File: config.mk
export PLATFORM = sky130hd
export DESIGN_NAME = rounded_integer_square_root_core
export DESIGN_NICKNAME = d
export VERILOG_FILES = /design/src/rirs_pkg.sv /design/src/rirs_cell.sv /design/src/rirs_round.sv /design/src/rounded_integer_square_root_core.sv
export VERILOG_INCLUDE_DIRS = /design/src /design/src/src
export SDC_FILE = /design/constraint.sdc
export NUM_CORES = 1
export LEC_CHECK = 0
export ABC_AREA = 1
export BUFFER_PORTS_ARGS = -buffer_cell sky130_fd_sc_hd__buf_4
export CELL_PAD_IN_SITES_DETAIL_PLACEMENT = 0
export CELL_PAD_IN_SITES_GLOBAL_PLACEMENT = 1
export CORE_MARGIN = 1
export CORE_UTILIZATION = 47
export DETAILED_ROUTE_END_ITERATION = 7
export PLACE_DENSITY_LB_ADDON = 0.1
export SLEW_MARGIN = 20
export SYNTH_ARGS = -nofsm -noshare
export SYNTH_HDL_FRONTEND = slang
export SYNTH_SLANG_ARGS = --single-unit
File: constraint.sdc
create_clock -name clk -period 3.4 [get_ports clk]
set_clock_uncertainty 0.15 [all_clocks]
set_input_delay 0.68 -clock clk [delete_from_list [all_inputs] [get_ports clk]]
set_output_delay 0.68 -clock clk [all_outputs]
set_load 0.01 [all_outputs]
File: src/rounded_integer_square_root_core_macros.svh
// Assertion macros used by the RTL of the rounded square root core.
`ifndef ROUNDED_INTEGER_SQUARE_ROOT_CORE_MACROS_SVH
`define ROUNDED_INTEGER_SQUARE_ROOT_CORE_MACROS_SVH

// Same-cycle implication, disabled while reset is high.
`define RIRS_ASSERT_IMPL(label, clk, rst, ante, cons) \
  label: assert property (@(posedge clk) disable iff (rst) (ante) |-> (cons)) \
    else $error("rounded square root core: assertion failed");

// Next-cycle implication, disabled while reset is high.
`define RIRS_ASSERT_NEXT(label, clk, rst, ante, cons) \
  label: assert property (@(posedge clk) disable iff (rst) (ante) |=> (cons)) \
    else $error("rounded square root core: assertion failed");

`endif

File: src/rirs_pkg.sv
`default_nettype none

package rirs_pkg;

  // Field widths of the two channels.
  localparam int unsigned RadicandW = 31;
  localparam int unsigned RootW     = 16;

  // The radicand is padded to an even width so that each cell takes two bits.
  localparam int unsigned PadW = 2 * RootW;
  // The partial remainder never exceeds twice the partial root.
  localparam int unsigned RemW = RootW + 1;

  // One cell per root bit, then one register for the rounding decision.
  localparam int unsigned NumCells = RootW;
  localparam int unsigned Latency  = NumCells + 1;

  // Largest rounded root over the whole radicand range.
  localparam logic [RootW-1:0] RootMax = RootW'(46341);

  // Payload handed from one cell to the next.
  typedef struct packed {
    logic [PadW-1:0] rad;
    logic [RemW-1:0] rem;
    logic [RootW-1:0] q;
  } rirs_beat_t;

endpackage

`default_nettype wire

File: src/rirs_cell.sv
`default_nettype none

// One step of the restoring square root: brings down the next two radicand
// bits, tries the trial divisor and resolves one bit of the root.
module rirs_cell (
  input  wire logic              clk,
  input  wire logic              rst,
  input  wire logic              in_valid,
  input  wire rirs_pkg::rirs_beat_t in_beat,
  output logic                   out_valid,
  output rirs_pkg::rirs_beat_t   out_beat
);

  logic [rirs_pkg::RemW+1:0] rem_sh;
  logic [rirs_pkg::RemW+1:0] trial;
  logic [rirs_pkg::RemW+1:0] diff;
  logic                      ge;
  rirs_pkg::rirs_beat_t      beat_next;

  // Shift in two radicand bits and compare against four times the root plus one.
  always_comb begin
    rem_sh = {in_beat.rem, in_beat.rad[rirs_pkg::PadW-1 -: 2]};
    trial  = {1'b0, in_beat.q, 2'b01};
    diff   = rem_sh - trial;
    ge     = (rem_sh >= trial);
    beat_next.rad = {in_beat.rad[rirs_pkg::PadW-3:0], 2'b00};
    beat_next.rem = ge ? diff[rirs_pkg::RemW-1:0] : rem_sh[rirs_pkg::RemW-1:0];
    beat_next.q   = {in_beat.q[rirs_pkg::RootW-2:0], ge};
  end

  // Valid flag is control state; the payload needs no reset.
  always_ff @(posedge clk) begin
    if (rst) begin
      out_valid <= 1'b0;
    end else begin
      out_valid <= in_valid;
    end
  end

  always_ff @(posedge clk) begin
    out_beat <= beat_next;
  end

endmodule

`default_nettype wire

File: src/rirs_round.sv
`default_nettype none

// Final stage: the remainder is the radicand less the square of the floor
// root, so the root rounds up exactly when the remainder exceeds it.
module rirs_round (
  input  wire logic                       clk,
  input  wire logic                       rst,
  input  wire logic                       in_valid,
  input  wire rirs_pkg::rirs_beat_t       in_beat,
  output logic                            done,
  output logic [rirs_pkg::RootW-1:0]      root
);

  logic                      up;
  logic [rirs_pkg::RootW-1:0] root_next;

  // Compare remainder with the floor root and add the carry.
  always_comb begin
    up        = (in_beat.rem > {1'b0, in_beat.q});
    root_next = in_beat.q + {{(rirs_pkg::RootW-1){1'b0}}, up};
  end

  always_ff @(posedge clk) begin
    if (rst) begin
      done <= 1'b0;
    end else begin
      done <= in_valid;
    end
  end

  always_ff @(posedge clk) begin
    root <= root_next;
  end

endmodule

`default_nettype wire

File: src/rounded_integer_square_root_core.sv
// Channel   Handshake          Fields
// --------  -----------------  --------------------
// command   start / busy       radicand (31 bits)
// result    done (one cycle)   root (16 bits)
//
// A radicand is taken on any edge with start high and busy low, one per cycle.
// Each beat passes 16 root cells, one per root bit, and a rounding register,
// from which its root appears with done.
// busy is high only while rst is held; reset empties the cell chain.
// The receiver cannot stall: every root is shown for one cycle only.
`default_nettype none

`include "rounded_integer_square_root_core_macros.svh"

module rounded_integer_square_root_core (
  input  wire logic                             clk,
  input  wire logic                             rst,
  input  wire logic                             start,
  output logic                                  busy,
  input  wire logic [rirs_pkg::RadicandW-1:0]   radicand,
  output logic                                  done,
  output logic [rirs_pkg::RootW-1:0]            root
);

  logic                 valid [rirs_pkg::NumCells+1];
  rirs_pkg::rirs_beat_t beat  [rirs_pkg::NumCells+1];
  logic                 accept;

  // The chain accepts a beat in every cycle outside reset.
  assign busy   = rst;
  assign accept = start & ~busy;

  // Head of the chain: zero remainder and root, radicand padded to even width.
  always_comb begin
    valid[0]     = accept;
    beat[0].rad  = {{(rirs_pkg::PadW-rirs_pkg::RadicandW){1'b0}}, radicand};
    beat[0].rem  = '0;
    beat[0].q    = '0;
  end

  // Row of identical cells, each resolving one root bit.
  for (genvar i = 0; i < rirs_pkg::NumCells; i++) begin : g_cell
    rirs_cell u_cell (
      .clk       (clk),
      .rst       (rst),
      .in_valid  (valid[i]),
      .in_beat   (beat[i]),
      .out_valid (valid[i+1]),
      .out_beat  (beat[i+1])
    );
  end

  // Rounding decision and output register.
  rirs_round u_round (
    .clk      (clk),
    .rst      (rst),
    .in_valid (valid[rirs_pkg::NumCells]),
    .in_beat  (beat[rirs_pkg::NumCells]),
    .done     (done),
    .root     (root)
  );

  // Every result beat stems from a command beat taken earlier.
  `RIRS_ASSERT_IMPL(a_done_latency, clk, rst, done, $past(accept, rirs_pkg::Latency))
  // The rounded root never exceeds the root of the largest radicand.
  `RIRS_ASSERT_IMPL(a_root_range, clk, rst, done, root <= rirs_pkg::RootMax)
  // A zero radicand yields a zero root.
  `RIRS_ASSERT_IMPL(a_zero_root, clk, rst,
                    done && ($past(radicand, rirs_pkg::Latency) == '0), root == '0)

endmodule

`default_nettype wire

==> impl_metrics.sql <==
INSERT INTO impl_metrics (metric_group, metric, value, unit) VALUES
('outcome', 'status', 'finished, final reports clean', ''),
('worst_setup_path', 'worstPathMaxFanout', '4', ''),
('worst_setup_path', 'cp_num_cells', '17', ''),
('drt', 'wirelength', '65.0', 'mm'),
('worst_setup_path', 'crit_path_top_delay_cell', 'sky130_fd_sc_hd__dfxtp_1', ''),
('timing', 'timing.setup.tns', '0', 'ns'),
('worst_setup_path', 'cp_top_family', 'simple AND/OR/NAND/NOR gates', ''),
('run', 'max_cap_violations', '0', ''),
('placement', 'hpwl', '51.0', 'mm'),
('hold_path', 'min_path_cells', '1', ''),
('worst_setup_path', 'path_buf_inv', '3', ''),
('yosys', 'sequential_to_total_area_share_from_yosys_stat', '0.460', ''),
('grt', 'number_of_antenna_violations_at_the_first_check_in_global_routing', '0', ''),
('worst_setup_path', 'cp_cell_sequence', 'inv_1 > ha_1 > nand2_1 > inv_1 > nand3_1 > nor2_1 > nand4_1 > nand3_1 > nand2_1 > inv_1 > ha_1 > nand3_1 > nor2_1 > nand3_1 > nor2_1 > nand4_1 > xor2_1', ''),
('drt', 'initialDrtViolationCount', '1203', ''),
('placement', 'port-buffer-count', '51', ''),
('worst_setup_path', 'critical_path.most_common_cell', 'sky130_fd_sc_hd__nand3_1', ''),
('layout', 'nFillCells', '5998', ''),
('grt', 'global_route.overflow_total', '0', ''),
('timing', 'max-slew-margin-rel', '0.492', ''),
('drt', 'drt_first_pass_iters', '6', ''),
('drt', 'drt.antenna.violating_nets', '0', ''),
('floorplan', 'floorplan.die.height', '249', 'um'),
('placement', 'routabilityCongestion', '0.888', ''),
('yosys', 'syn-mean-instance-area', '7.46', 'sq um'),
('cts', 'cts_made_buffers', '69', ''),
('cts', 'h-tree-depth', '3', ''),
('floorplan', 'die_area', '0.0619', 'sq mm'),
('layout', 'fin_nets', '4165', ''),
('grt', 'grt_first_pass_wirelength', '107', 'mm'),
('layout', 'fin_area', '0.0325', 'sq mm'),
('cts', 'cts_post_setup_buffers_inserted', '0', ''),
('yosys', 'synth_largest_type_area_fraction', '0.460', ''),
('drt', 'route.detailed.vias_per_inst', '4.65', ''),
('timing', 'unrepaired_setup_endpoints_after_global_routing', 'no', ''),
('timing', 'timing_max_transition_violations_final', '0', ''),
('yosys', 'netlist_area', '0.0286', 'sq mm'),
('cts', 'cts-root-to-sink-buffers', '3', ''),
('grt', 'grtUsageTotal', '0.213', ''),
('drt', 'drc_errors', '0', ''),
('cts', 'cts.reportedPaths.clkPinSlew', '0.06', 'ns'),
('cts', 'cts_repair_resize_count', '0', ''),
('timing', 'tightestPinTransition', '0.760', 'ns'),
('cts', 'cts_tree', 'yes', ''),
('yosys', 'postSynthNetCount', '4045', ''),
('yosys', 'syn-instance-count', '3840', ''),
('cts', 'clk_latency', '0.61', 'ns'),
('timing', 'fin_hold_ws', '0.0339', 'ns'),
('floorplan', 'dieWidth', '249', 'um'),
('worst_setup_path', 'crit_arrival', '3.20', 'ns'),
('worst_setup_path', 'end_kind', 'register', ''),
('yosys', 'synth_top_cells_by_area', 'sky130_fd_sc_hd__dfxtp_1 (46%), sky130_fd_sc_hd__nand2_1 (16%), sky130_fd_sc_hd__inv_1 (9.2%)', ''),
('timing', 'finalSetupViolations', '0', ''),
('worst_setup_path', 'cp_data_required_time', '3.75', 'ns'),
('timing', 'report.final.hold_viol_count', '0', ''),
('floorplan', 'io_count', '52', ''),
('timing', 'layout_worst_path_cycle_share', '0.839', ''),
('timing', 'achievable-frequency', '0.351', 'GHz'),
('layout', 'post_route_cells_drive_above_1_share', '0.0626', ''),
('worst_setup_path', 'slowest_delay', '0.35', 'ns'),
('yosys', 'synth.largest_area_cell', 'sky130_fd_sc_hd__dfxtp_1', ''),
('grt', 'grt_start_max_net_pins', '23', ''),
('yosys', 'ys_ff_latch', '658', ''),
('drt', 'vias', '22300', ''),
('worst_setup_path', 'start_kind', 'register', ''),
('worst_setup_path', 'setup.worst_path.class', 'reg2reg', ''),
('cts', 'cts.root.buffer_cell', 'sky130_fd_sc_hd__clkbuf_16', ''),
('cts', 'clock_sinks', '658', ''),
('worst_setup_path', 'reg2reg_depth', '17', ''),
('drt', 'wl_per_cell', '13.6', 'um'),
('yosys', 'ys.warnings.count', '0', '');
## final timing paths
kind,start,to,slack [ns]
setup / recovery,g_cell[15].u_cell.out_beat[12],u_round.root[15],0.55
hold / removal,radicand[22],g_cell[0].u_cell.out_beat[57],0.03
setup reg to reg,g_cell[15].u_cell.out_beat[12],u_round.root[15],0.55
hold reg to reg,g_cell[9].u_cell.out_beat[55],g_cell[10].u_cell.out_beat[57],0.16
## worst reg2reg max path, stage by stage (launching register included)
cell and delay [ns]:
sky130_fd_sc_hd__dfxtp_1 0.35, sky130_fd_sc_hd__inv_1 0.08, sky130_fd_sc_hd__ha_1 0.29, sky130_fd_sc_hd__nand2_1 0.05
sky130_fd_sc_hd__inv_1 0.06, sky130_fd_sc_hd__nand3_1 0.06, sky130_fd_sc_hd__nor2_1 0.19, sky130_fd_sc_hd__nand4_1 0.10
sky130_fd_sc_hd__nand3_1 0.09, sky130_fd_sc_hd__nand2_1 0.05, sky130_fd_sc_hd__inv_1 0.05, sky130_fd_sc_hd__ha_1 0.15
sky130_fd_sc_hd__nand3_1 0.11, sky130_fd_sc_hd__nor2_1 0.20, sky130_fd_sc_hd__nand3_1 0.14, sky130_fd_sc_hd__nor2_1 0.27
sky130_fd_sc_hd__nand4_1 0.17, sky130_fd_sc_hd__xor2_1 0.17
## layer usage
| metal | part of all wire | track usage | routed length [um] | vias up |
|---|---|---|---|---|
| met4 | 0.020 | 0.0632 | 1310 | 0 |
| met5 | 0 | 0 | 0 | - |
| met2 | 0.47 | 0.365 | 30500 | 322 |
| met1 | 0.48 | 0.279 | 31000 | 9842 |
| li1 | - | - | - | 12000 |
| met3 | 0.033 | 0.0283 | 2150 | 87 |
## metrics by stage
stage | instances | power [mW] | setup WS (ns) | utilization
floorplan | 3840 | 15.5 | 0.736 | -
global placement | 4641 | 17.7 | 0.528 | 0.494
detailed placement | 4641 | 17.7 | 0.472 | 0.494
CTS | 4794 | 25.6 | 0.465 | 0.539
global route | 4794 | 27.2 | 0.199 | 0.539
finish | 4795 | 25.3 | 0.549 | 0.539
## cells by family (layout without fill, tap and decap cells)
kind of cell               Yosys count  in the layout  synth area share
adders and majority gates          171            171            0.0747
other                                1              2          0.000131
AOI/OAI and AO/OA                  227            227            0.0423
buffers and inverters              747            919             0.103
DFF                                658            658             0.460
xor gates and xnor gates            99             99            0.0303
and+or+nand+nor                   1937           1937             0.290
## timing repair
action                                  in CTS  in global routing
endpoints found under the setup margin       0                  0
hold endpoints to repair                    30                  0
hold buffers                                30                  0
## cell usage after synthesis (all sizes together)
master	number
nor2	262
nor3	45
clkbuf	7
nand2	1270
a21oi	128
nand3b	31
nand3	207
xor2	73
a21o	1
o31ai	1
nand4	105
nor4	2
dfxtp	658
xnor2	26
or2	9
ha	171
conb	1
o21ai	87
and2	6
a21boi	1
buf	33
inv	707
o211ai	1
o21bai	5
a211oi	2
o21a	1
## power breakdown
part,total [mW],switching (mW),internal [mW]
clock network,7.75,3.15,4.60
registers,10.3,1.08,9.25
logic,7.25,4.62,2.63
total,25.3,8.85,16.5
## cell type report
class,instances,area [sq um],area share
diodes,1,2.50,0.0000771
clock buffers,87,1870,0.0577
clock inverters,36,520,0.0160
inverters,707,2660,0.0818
multi-input cells,2435,12500,0.386
flip-flops and latches,658,13200,0.406
well taps,782,978,0.0301
repair buffers,89,743,0.0229
## state kept, by name, indices dropped and copies added, names as in the netlist
| register | cells |
|---|---|
| g_cell.u_cell.out_valid | 16 |
| u_round.root | 16 |
| g_cell.u_cell.out_beat | 625 |
| u_round.done | 1 |
## layout by cell type (no fill, tap or decap), drive strengths merged, types with 26 or more instances in the layout
master and instances:
inv 712, dlygate4sd3 30, ha 171, nand3b 31
o21ai 87, xnor2 26, nand4 105, clkbuf 87
nor3 45, dfxtp 658, nor2 262, xor2 73
nand3 207, buf 59, nand2 1270, a21oi 128
No activity file was read; power rests on OpenSTA's default activity.
